`config.mk`:
```
export PLATFORM = sky130hd
export DESIGN_NAME = quadrature_position_speed_flat
export DESIGN_NICKNAME = d
export VERILOG_FILES = /design/src/rtl/core/qps_pkg.sv /design/src/rtl/core/qps_req_if.sv /design/src/rtl/core/qps_rsp_if.sv /design/src/rtl/core/quadrature_position_speed.sv /design/src/flat_wrapper.sv
export VERILOG_INCLUDE_DIRS = /design/src /design/src/rtl/core
export SDC_FILE = /design/constraint.sdc
export NUM_CORES = 2
export LEC_CHECK = 0
export ABC_AREA = 0
export BUFFER_PORTS_ARGS = -buffer_cell sky130_fd_sc_hd__buf_2
export CELL_PAD_IN_SITES_DETAIL_PLACEMENT = 2
export CELL_PAD_IN_SITES_GLOBAL_PLACEMENT = 2
export CORE_MARGIN = 4
export CORE_UTILIZATION = 42
export DETAILED_ROUTE_END_ITERATION = 10
export GPL_ROUTABILITY_DRIVEN = 0
export GPL_TIMING_DRIVEN = 0
export MAX_ROUTING_LAYER = met4
export PLACE_DENSITY_LB_ADDON = 0.1
export SLEW_MARGIN = 10
export SYNTH_ARGS = -nofsm -noshare
export SYNTH_HDL_FRONTEND = slang
export SYNTH_SLANG_ARGS = --single-unit
```
`constraint.sdc`:
```
create_clock -name clock -period 12.5 [get_ports clock]
set_clock_uncertainty 0.05 [all_clocks]
set_input_delay 0.625 -clock clock [delete_from_list [all_inputs] [get_ports clock]]
set_output_delay 0.625 -clock clock [all_outputs]
set_load 0.05 [all_outputs]
```
`src/rtl/core/quadrature_position_speed_defines.svh`:
```
// Assertion macros shared by the quadrature position and speed block.
`ifndef QUADRATURE_POSITION_SPEED_DEFINES_SVH
`define QUADRATURE_POSITION_SPEED_DEFINES_SVH

`ifndef NO_ASSERTIONS

`define QPS_ASSERT_HOLDS(label, clk, rst, expr, msg) \
   label: assert property (@(posedge clk) disable iff (rst) (expr)) else $error(msg);

`define QPS_ASSERT_SAME(label, clk, rst, ante, cons, msg) \
   label: assert property (@(posedge clk) disable iff (rst) (ante) |-> (cons)) else $error(msg);

`define QPS_ASSERT_NEXT(label, clk, rst, ante, cons, msg) \
   label: assert property (@(posedge clk) disable iff (rst) (ante) |=> (cons)) else $error(msg);

`else

`define QPS_ASSERT_HOLDS(label, clk, rst, expr, msg)
`define QPS_ASSERT_SAME(label, clk, rst, ante, cons, msg)
`define QPS_ASSERT_NEXT(label, clk, rst, ante, cons, msg)

`endif

`endif

```
`src/rtl/core/qps_pkg.sv`:
```
`timescale 1ns / 1ps
`default_nettype none

package qps_pkg;

   localparam int DATA_W     = 32;
   localparam int PERIOD_W   = 16;
   localparam int CSR_ADDR_W = 4;
   localparam int CSR_IDX_W  = 2;

   typedef logic [CSR_IDX_W-1:0] csr_idx_type;

   localparam csr_idx_type REG_PHASE_A_MASK = 2'd0;
   localparam csr_idx_type REG_PHASE_B_MASK = 2'd1;
   localparam csr_idx_type REG_PERIOD_MS    = 2'd2;
   localparam csr_idx_type REG_SPEED_SCALE  = 2'd3;

   localparam logic [DATA_W-1:0]   PHASE_A_MASK_RESET = 32'd1;
   localparam logic [DATA_W-1:0]   PHASE_B_MASK_RESET = 32'd2;
   localparam logic [PERIOD_W-1:0] PERIOD_MS_RESET    = 16'd10;
   localparam logic [PERIOD_W-1:0] SPEED_SCALE_RESET  = 16'd100;

   localparam logic CMD_SAMPLE = 1'b0;
   localparam logic CMD_TIME   = 1'b1;

   // bit n set: transition code n steps the position
   localparam logic [15:0] STEP_UP_CODES   = 16'h2814;
   localparam logic [15:0] STEP_DOWN_CODES = 16'h4182;

   typedef struct packed {
      logic              command;
      logic [DATA_W-1:0] port_bits;
      logic [DATA_W-1:0] now_ms;
   } qps_item_type;

endpackage

`default_nettype wire

```
`src/rtl/core/qps_req_if.sv`:
```
`timescale 1ns / 1ps
`default_nettype none

interface qps_req_if import qps_pkg::*; ();
   logic              valid;
   logic              ready;
   logic              command;
   logic [DATA_W-1:0] port_bits;
   logic [DATA_W-1:0] now_ms;

   modport source (output valid, command, port_bits, now_ms, input ready);
   modport sink   (input valid, command, port_bits, now_ms, output ready);
endinterface

`default_nettype wire

```
`src/rtl/core/qps_rsp_if.sv`:
```
`timescale 1ns / 1ps
`default_nettype none

interface qps_rsp_if import qps_pkg::*; ();
   logic                     valid;
   logic                     ready;
   logic signed [DATA_W-1:0] position;
   logic signed [DATA_W-1:0] speed;

   modport source (output valid, position, speed, input ready);
   modport sink   (input valid, position, speed, output ready);
endinterface

`default_nettype wire

```
`src/rtl/core/quadrature_position_speed.sv`:
```
// Quadrature encoder 4x decoder with periodic position and speed report.
// req_item carries one item per handshake: command 0 is a port sample, whose
// masked phase bits step the 32-bit position up or down; command 1 is a time
// update with the current millisecond count. A time update that has reached
// the due time yields one rsp_item item with the position and the position
// change since the last report times speed_scale. Other items yield nothing.
// One item is taken every cycle unless a due time update waits. An item
// passes the input register, a decode, state update and multiply step,
// and the result register, where a report waits until rsp_item takes it.
// When rsp_item stalls, the result register holds; a due time update then
// waits in the input register and blocks req_item until the result leaves.
// Port samples and time updates that are not due never wait.
// Reset (synchronous) clears position, phase, last report and due time to
// zero, empties both registers and loads the register defaults. csr_* is an
// APB write/read port: phase A mask, phase B mask, period, scale at byte
// addresses 0, 4, 8, 12; pready is always high.
`timescale 1ns / 1ps
`default_nettype none
`include "quadrature_position_speed_defines.svh"

module quadrature_position_speed import qps_pkg::*; (
   input  wire logic                  clock,
   input  wire logic                  reset,
   qps_req_if.sink                    req_item,
   qps_rsp_if.source                  rsp_item,
   input  wire logic                  csr_psel,
   input  wire logic                  csr_penable,
   input  wire logic                  csr_pwrite,
   input  wire logic [CSR_ADDR_W-1:0] csr_paddr,
   input  wire logic [DATA_W-1:0]     csr_pwdata,
   output logic      [DATA_W-1:0]     csr_prdata,
   output logic                       csr_pready
);

   logic [DATA_W-1:0]   phase_a_mask_ff, phase_a_mask_in;
   logic [DATA_W-1:0]   phase_b_mask_ff, phase_b_mask_in;
   logic [PERIOD_W-1:0] period_ms_ff, period_ms_in;
   logic [PERIOD_W-1:0] speed_scale_ff, speed_scale_in;

   logic                csr_write;
   csr_idx_type         csr_idx;

   logic                v0_ff, v0_in;
   qps_item_type        item0_ff, item0_in;
   logic [1:0]          last_phases_ff, last_phases_in;
   logic [DATA_W-1:0]   position_ff, position_in;
   logic [DATA_W-1:0]   last_sampled_ff, last_sampled_in;
   logic [DATA_W-1:0]   next_due_ff, next_due_in;

   logic                vout_ff, vout_in;
   logic [DATA_W-1:0]   pos_out_ff, pos_out_in;
   logic [DATA_W-1:0]   speed_out_ff, speed_out_in;

   logic [1:0]          phase_now;
   logic [3:0]          code;
   logic [DATA_W-1:0]   delta;
   logic                step_up, step_down, due, emit, s0_consume, emit_go;
   logic                out_free;

   assign csr_write  = csr_psel && csr_penable && csr_pwrite && csr_pready;
   assign csr_idx    = csr_paddr[CSR_ADDR_W-1:2];
   assign csr_pready = 1'b1;

   always_comb begin
      phase_a_mask_in = phase_a_mask_ff;
      phase_b_mask_in = phase_b_mask_ff;
      period_ms_in    = period_ms_ff;
      speed_scale_in  = speed_scale_ff;
      if (csr_write) begin
         unique case (csr_idx)
            REG_PHASE_A_MASK: phase_a_mask_in = csr_pwdata;
            REG_PHASE_B_MASK: phase_b_mask_in = csr_pwdata;
            REG_PERIOD_MS:    period_ms_in    = csr_pwdata[PERIOD_W-1:0];
            REG_SPEED_SCALE:  speed_scale_in  = csr_pwdata[PERIOD_W-1:0];
            default:          phase_a_mask_in = phase_a_mask_ff;
         endcase
      end
   end

   always_comb begin
      unique case (csr_idx)
         REG_PHASE_A_MASK: csr_prdata = phase_a_mask_ff;
         REG_PHASE_B_MASK: csr_prdata = phase_b_mask_ff;
         REG_PERIOD_MS:    csr_prdata = {{(DATA_W-PERIOD_W){1'b0}}, period_ms_ff};
         REG_SPEED_SCALE:  csr_prdata = {{(DATA_W-PERIOD_W){1'b0}}, speed_scale_ff};
         default:          csr_prdata = '0;
      endcase
   end

   assign out_free = !vout_ff || rsp_item.ready;

   assign phase_now  = {|(item0_ff.port_bits & phase_a_mask_ff),
                        |(item0_ff.port_bits & phase_b_mask_ff)};
   assign code       = {last_phases_ff, phase_now};
   assign step_up    = STEP_UP_CODES[code];
   assign step_down  = STEP_DOWN_CODES[code];
   assign due        = item0_ff.now_ms >= next_due_ff;
   assign emit       = v0_ff && (item0_ff.command == CMD_TIME) && due;
   assign s0_consume = v0_ff && (!emit || out_free);
   assign emit_go    = emit && out_free;
   assign delta      = position_ff - last_sampled_ff;

   assign req_item.ready = !v0_ff || s0_consume;

   always_comb begin
      v0_in           = v0_ff;
      item0_in        = item0_ff;
      last_phases_in  = last_phases_ff;
      position_in     = position_ff;
      last_sampled_in = last_sampled_ff;
      next_due_in     = next_due_ff;
      if (req_item.ready) begin
         v0_in    = req_item.valid;
         item0_in = '{command: req_item.command, port_bits: req_item.port_bits,
                      now_ms: req_item.now_ms};
      end
      if (s0_consume) begin
         if (item0_ff.command == CMD_SAMPLE) begin
            last_phases_in = phase_now;
            if (step_up) begin
               position_in = position_ff + 32'd1;
            end else if (step_down) begin
               position_in = position_ff - 32'd1;
            end
         end else if (due) begin
            next_due_in     = item0_ff.now_ms + {{(DATA_W-PERIOD_W){1'b0}}, period_ms_ff};
            last_sampled_in = position_ff;
         end
      end
   end

   always_comb begin
      vout_in      = vout_ff;
      pos_out_in   = pos_out_ff;
      speed_out_in = speed_out_ff;
      if (out_free) begin
         vout_in = emit_go;
         if (emit_go) begin
            pos_out_in   = position_ff;
            speed_out_in = delta * {{(DATA_W-PERIOD_W){1'b0}}, speed_scale_ff};
         end
      end
   end

   always_ff @(posedge clock) begin
      if (reset) begin
         phase_a_mask_ff <= PHASE_A_MASK_RESET;
         phase_b_mask_ff <= PHASE_B_MASK_RESET;
         period_ms_ff    <= PERIOD_MS_RESET;
         speed_scale_ff  <= SPEED_SCALE_RESET;
         v0_ff           <= 1'b0;
         last_phases_ff  <= 2'b00;
         position_ff     <= '0;
         last_sampled_ff <= '0;
         next_due_ff     <= '0;
         vout_ff         <= 1'b0;
      end else begin
         phase_a_mask_ff <= phase_a_mask_in;
         phase_b_mask_ff <= phase_b_mask_in;
         period_ms_ff    <= period_ms_in;
         speed_scale_ff  <= speed_scale_in;
         v0_ff           <= v0_in;
         last_phases_ff  <= last_phases_in;
         position_ff     <= position_in;
         last_sampled_ff <= last_sampled_in;
         next_due_ff     <= next_due_in;
         vout_ff         <= vout_in;
      end
   end

   always_ff @(posedge clock) begin
      item0_ff     <= item0_in;
      pos_out_ff   <= pos_out_in;
      speed_out_ff <= speed_out_in;
   end

   assign rsp_item.valid    = vout_ff;
   assign rsp_item.position = $signed(pos_out_ff);
   assign rsp_item.speed    = $signed(speed_out_ff);

   `QPS_ASSERT_HOLDS(a_sample_never_waits, clock, reset, !(v0_ff && (item0_ff.command == CMD_SAMPLE)) || s0_consume, "port sample item stalled in decode stage")
   `QPS_ASSERT_NEXT(a_position_single_step, clock, reset, s0_consume && (item0_ff.command == CMD_SAMPLE), (position_ff - $past(position_ff)) == 32'd0 || (position_ff - $past(position_ff)) == 32'd1 || (position_ff - $past(position_ff)) == 32'hFFFF_FFFF, "position moved by more than one count")
   `QPS_ASSERT_NEXT(a_not_due_keeps_deadline, clock, reset, v0_ff && (item0_ff.command == CMD_TIME) && !due, $stable(next_due_ff) && $stable(last_sampled_ff), "time update that is not due changed report state")
   `QPS_ASSERT_SAME(a_result_from_due_update, clock, reset, $rose(vout_ff), $past(emit_go), "result appeared without a due time update")

endmodule

`default_nettype wire

```
`src/flat_wrapper.sv`:
```
// flat-port wrapper written by rule: the top's interface ports become plain ports
module quadrature_position_speed_flat import qps_pkg::*;
  (clock, reset, csr_psel, csr_penable, csr_pwrite, csr_paddr, csr_pwdata, csr_prdata, csr_pready, req_item_valid, req_item_command, req_item_port_bits, req_item_now_ms, req_item_ready, rsp_item_valid, rsp_item_position, rsp_item_speed, rsp_item_ready);
  qps_req_if req_item_i ();
  qps_rsp_if rsp_item_i ();
  input  wire logic clock;
  input  wire logic reset;
  input  wire logic csr_psel;
  input  wire logic csr_penable;
  input  wire logic csr_pwrite;
  input  wire logic [CSR_ADDR_W-1:0] csr_paddr;
  input  wire logic [DATA_W-1:0] csr_pwdata;
  output logic      [DATA_W-1:0] csr_prdata;
  output logic csr_pready;
  input wire logic [$bits(req_item_i.valid)-1:0] req_item_valid;
  input wire logic [$bits(req_item_i.command)-1:0] req_item_command;
  input wire logic [$bits(req_item_i.port_bits)-1:0] req_item_port_bits;
  input wire logic [$bits(req_item_i.now_ms)-1:0] req_item_now_ms;
  output wire logic [$bits(req_item_i.ready)-1:0] req_item_ready;
  output wire logic [$bits(rsp_item_i.valid)-1:0] rsp_item_valid;
  output wire logic [$bits(rsp_item_i.position)-1:0] rsp_item_position;
  output wire logic [$bits(rsp_item_i.speed)-1:0] rsp_item_speed;
  input wire logic [$bits(rsp_item_i.ready)-1:0] rsp_item_ready;
  assign req_item_i.valid = req_item_valid;
  assign req_item_i.command = req_item_command;
  assign req_item_i.port_bits = req_item_port_bits;
  assign req_item_i.now_ms = req_item_now_ms;
  assign req_item_ready = req_item_i.ready;
  assign rsp_item_valid = rsp_item_i.valid;
  assign rsp_item_position = rsp_item_i.position;
  assign rsp_item_speed = rsp_item_i.speed;
  assign rsp_item_i.ready = rsp_item_ready;
  quadrature_position_speed u_core (.clock(clock), .reset(reset), .req_item(req_item_i), .rsp_item(rsp_item_i), .csr_psel(csr_psel), .csr_penable(csr_penable), .csr_pwrite(csr_pwrite), .csr_paddr(csr_paddr), .csr_pwdata(csr_pwdata), .csr_prdata(csr_prdata), .csr_pready(csr_pready));
endmodule
```
-- After elaboration in Yosys (flattened, before gate mapping)
Memory sizes are Yosys's and may differ from the RTL's.
Index checks and enable logic that the tools add are counted.
W data, S select, Z words.
- latch bits: 0
- memories: 2
- register bits after elaboration: 325
- bits in read-only memories: 32
- word-level logic and storage cells: 59
- input bits: 108
- RAM bits: 0
- output and inout port bits: 99
- memories (memory ; words ; bits a word ; read ports ; clocked after memory_dff ; wr ports ; RTL line ; text):
    (name not given) ; 16 ; 1 ; 1 ; 0 ; 0 ; quadrature_position_speed.sv:95 ; assign step_up = STEP_UP_CODES[code];
    (name not given) ; 16 ; 1 ; 1 ; 0 ; 0 ; quadrature_position_speed.sv:96 ; assign step_down = STEP_DOWN_CODES[code];
- $mul: 1
- reduce and logical (&&, ||, !) cells: 24
- div/mod/pow operators: 0
- multiplexer cells: 5
- bitwise operators: 3
- equality and inequality tests: 3
- add/sub/neg operators: 4
- magnitude comparators: 2
- shift operators: 0
- operators by type and width (cell ; count):
    $pmux W32 S4 ; 1
    $and A32 B32 Y32 ; 2
    $mux W32 ; 2
    $reduce_or A32 Y1 ; 2
    $add A32 B1 Y32 const B ; 1
    $add A32 B16 Y32 ; 1
    $ge A32 B32 Y1 ; 1
    $mul A32 B16 Y32 ; 1
    $sub A32 B1 Y32 const B ; 1
    $sub A32 B32 Y32 ; 1
    $reduce_and A2 Y1 ; 6
    $logic_and A1 B1 Y1 ; 6
    $reduce_and A3 Y1 ; 2
    $lt A4 B5 Y1 const B ; 1
    $eq A2 B2 Y1 const B ; 2
    $logic_not A1 Y1 ; 3
    $logic_or A1 B1 Y1 ; 3
    $eq A2 B1 Y1 const B ; 1
    $logic_not A2 Y1 ; 1
    $mux W1 ; 2
    $reduce_bool A2 Y1 ; 1
    $not A1 Y1 ; 1

-- Longest topological paths before layout
- depth after elaboration: 6
- mapped depth: 35
- mapped depth without buffers: 35

-- Least setup slack after synthesis
Ideal clock, no wire load.
- path kind: flip-flop to flip-flop
- from: register u_core.position_ff[0]
- to: register u_core.speed_out_ff[31], in the netlist u_core.rsp_item.speed[31], data pin
- buffers on the path: 1
- required time: 12.181 ns
- clock period less this slack: 8.480 ns
- path slack: 4.020 ns
- cell stages (with the launch flop): 34
- data arrival time: 8.161 ns
- cell sequence: dfxtp_1 > inv_1 > ha_1 > fa_1 > nand2b_1 > a21oi_1 > o22ai_2 > o31ai_4 > a21o_1 > a21oi_1 > xnor2_1 > clkbuf_1 > nand2_1 > fa_1 > fa_1 > fa_1 > inv_1 > fa_1 > fa_1 > inv_1 > fa_1 > inv_1 > ha_1 > a21o_1 > a21o_1 > a21oi_1 > o21ai_0 > o21a_1 > a41oi_1 > o21bai_1 > a21o_1 > a31oi_1 > xnor3_1 > xor3_1
- cells in the longest elaborated chain, start to end: 2
- ends and longest elaborated chain (item ; RTL line ; text):
    start: declaration ; quadrature_position_speed.sv:46 ; logic [DATA_W-1:0] position_ff, position_in;
    start signal: assignment ; quadrature_position_speed.sv:164 ; position_ff <= position_in;
    $sub A32 B32 Y32 ; quadrature_position_speed.sv:101 ; assign delta = position_ff - last_sampled_ff;
    $mul A32 B16 Y32 ; quadrature_position_speed.sv:140 ; speed_out_in = delta * {{(DATA_W-PERIOD_W){1'b0}}, speed_scale_ff};
    end signal: assignment ; quadrature_position_speed.sv:174 ; speed_out_ff <= speed_out_in;
    end: declaration ; quadrature_position_speed.sv:52 ; logic [DATA_W-1:0] speed_out_ff, speed_out_in;
No other way between the ends.
A chain may end at the register's enable or synchronous reset.

-- Worst setup path in the final report
Same ends and word-level chain as after synthesis.

==> impl_metrics.ini <==
[outcome]
status = completed

[critical_path]
crit_buf_inv = 5
crit_path_frequent_cell = fa_1
start_kind = flop
crit_arrival_ps = 11420
cp.depth = 33
cp_slowest_cell = xnor2_1
crit_family = adder cells
worstPathMaxFanout = 10
endpoint_kind = flop
reg2reg_depth = 33
required_ps = 12770
slowest_delay_ps = 970
crit_type = reg2reg

[final_layout]
nets = 3837
final_cell_mix = 548 x nand2_1, 418 x inv_1, 307 x fa_1, 211 x a21oi_1, 202 x buf_2
layout_commonest_cell = nand2_1
layout-drive-gt1-share_pct = 9.902
final_cells = 4145
syn2layout_area_growth_pct = 12.93

[synthesis]
synth_xor_xnor_area_share_pct = 4.205
syn-num-nets = 3589
ys_warn_count = 0
synth_fa_ha_area_share_pct = 29.98
synth.distinct_cells = 80
yosysTopAreaCellShare_pct = 22.14
synth-simple-area-share_pct = 15.81
synthMuxAreaShare_pct = 3.249
syn_avg_cell_area_sq_um = 9.254
syn_inst = 3000
synth_top_family_by_area = adder cells
synth_area_leader_cell = fa_1
synth.area.top_cells = fa_1 22%, dfxtp_1 14%, edfxtp_1 14%, ha_1 7.8%, nand2_1 7.4%
yosys_most_used_dff = dfxtp_1
synthesis.area_sq_um = 27760
ys_seq_area_share_pct = 28.09
synth_compound_area_share_pct = 11.18
async_flop_share_pct = 0
ys_ff_latch = 325
synth_edf_count = 129

[clocking]
cts_setup_buffers = 0
clockBufferDepth = 3
path_clk_slew_ps = 60
clock_latency_ps = 600
cts_inserted_buffers = 42
cts_tree = built
post_cts_resized = 0
cts_root_buf = clkbuf_16
cts_max_level = 2
clock-sinks = 325
postCtsHoldBufs = 0

[global_route]
grt_pass1_vias = 27632
antenna_found_initial = 13
grt.total_usage_pct = 31.05
grt-ovfl-total = 0
grt_pass1_wl_um = 162700
grt_max_degree = 41

[detailed_routing]
vias_per_cell = 5.631
first_pass_iters = 5
wl_met3_um = 5117
wl_met1_um = 41240
drt_iter0_drc = 1451
finalWirelength_um = 106500
wl_met2_um = 55610
vias = 23341
route.detailed.drc = 0
post_drt_wl_per_cell_um = 25.70
topRoutingLayerUsed = met4
ant_nets = 0

[sta]
maxSlewViolCount = 0
rsz0062_at_grt = false
slew_headroom_pct = 15.25
timing.setup.tns_ps = 0
report.final.setup_viol = 0
layout_min_cycle_time_ps = 11140
max_freq_ghz = 0.08975
fin_crit_sh_pct = 89.13
finalHoldViolCount = 0
tightest_slew_ps = 1262

[floorplan]
core_sq_um = 64930
rows = 93
dieWidth_um = 265.1
ios = 207
die_y_um = 265.1
dieArea_sq_um = 70280
start_util_pct = 42.76

[run]
drv_cap = 0

[placed_design]
numPortBuffers = 202
dp_cells = 4059
dp_hpwl_um = 83670

[power]
vdd.ir_drop.worst_mv = 0.3227
powerDensity_nw_per_um2 = 294.4
p_leak_uw = 0.01369

[worst_hold_path]
whs_path_depth = 1
hold_class = in2reg
==> where the power goes <==
| part | internal (uW) | total [uW] | switching [uW] |
|---|---|---|---|
| Clock | 734 | 1270 | 532 |
| Combinational | 2650 | 6560 | 3910 |
| Sequential | 1360 | 1400 | 47.3 |
| Total | 4730 | 9230 | 4490 |
==> cell usage after synthesis, types with 10 or more instances <==
master,number
nor3_1,14
nand2b_1,31
nor2b_1,36
ha_1,174
inv_1,418
a22oi_1,35
a211oi_1,18
and2_1,124
fa_1,307
nand3_1,32
buf_1,10
nor2_1,110
and3_1,26
o21ai_0,47
nand4_1,20
mux4_2,16
a21o_1,63
nand2_1,548
xor2_1,31
edfxtp_1,129
o21a_1,13
mux2i_1,53
a21oi_1,211
xnor2_1,76
clkbuf_1,121
dfxtp_1,196
o21bai_1,21
==> per-stage QoR <==
stage | area (sq um) | hold WS, ps | setup slack, ps | util [%] | total power [uW]
CTS | 31320 | 140.3 | 1348 | 48.24 | 9327
finish | 31350 | 164.2 | 1358 | 48.29 | 9229
global placement | 29840 | 391.6 | 1578 | 45.96 | 7507
detailed placement | 29910 | 401.5 | 1435 | 46.06 | 7976
floorplan | 27760 | 386.3 | 4020 | - | 6076
global route | 31350 | 147.5 | 885.2 | 48.29 | 10140
==> cell type report <==
| type | count | area (sq um) |
|---|---|---|
| diodes | 8 | 20.02 |
| plain buffers | 133 | 508.0 |
| clock buffers | 51 | 1167 |
| clock inverters | 27 | 249.0 |
| fillers | 7010 | 33580 |
| inverters | 419 | 1573 |
| multi-input cells | 2123 | 17910 |
| flip-flops and latches | 325 | 7797 |
| well taps | 855 | 1070 |
| repair buffers | 204 | 1059 |
==> flip-flops by register name, summed over array words and instances, names as in the netlist <==
name / flops
u_core.item0_ff: 65
u_core.last_phases_ff: 2
u_core.last_sampled_ff: 32
u_core.next_due_ff: 32
u_core.period_ms_ff: 16
u_core.phase_a_mask_ff: 32
u_core.phase_b_mask_ff: 32
u_core.position_ff: 32
u_core.rsp_item.position: 32
u_core.rsp_item.speed: 32
u_core.rsp_item.valid: 1
u_core.speed_scale_ff: 16
u_core.v0_ff: 1
==> metal layers <==
metal | vias up | GRT usage [%]
met5 | - | -
met4 | 0 | 12.82
met3 | 260 | 4.320
met2 | 678 | 55.33
met1 | 12169 | 35.15
li1 | 10234 | -
==> worst paths after layout <==
| path | from | endpoint | slack (ps) |
|---|---|---|---|
| worst min-delay path | req_item_port_bits[24] | u_core.item0_ff[56]$_DFFE_PP_ | 160 |
| worst max register to register | u_core.position_ff[0]$_SDFFE_PP0P_ | u_core.rsp_item.speed[31]$_DFFE_PP_ | 1360 |
| worst max-delay path | u_core.position_ff[0]$_SDFFE_PP0P_ | u_core.rsp_item.speed[31]$_DFFE_PP_ | 1360 |
| worst min register to register | u_core.last_sampled_ff[5]$_SDFFE_PP0P_ | u_core.last_sampled_ff[5]$_SDFFE_PP0P_ | 400 |
==> cell families (layout without fill, tap and decap cells) <==
logic type,count (synthesis),in the layout
compound gates,485,485
xor+xnor,118,118
fa+ha+maj,481,481
buf+inv,552,834
flops,325,325
mux,70,70
other cells,1,9
simple gates,968,968
No activity file was read; power rests on OpenSTA's default activity.
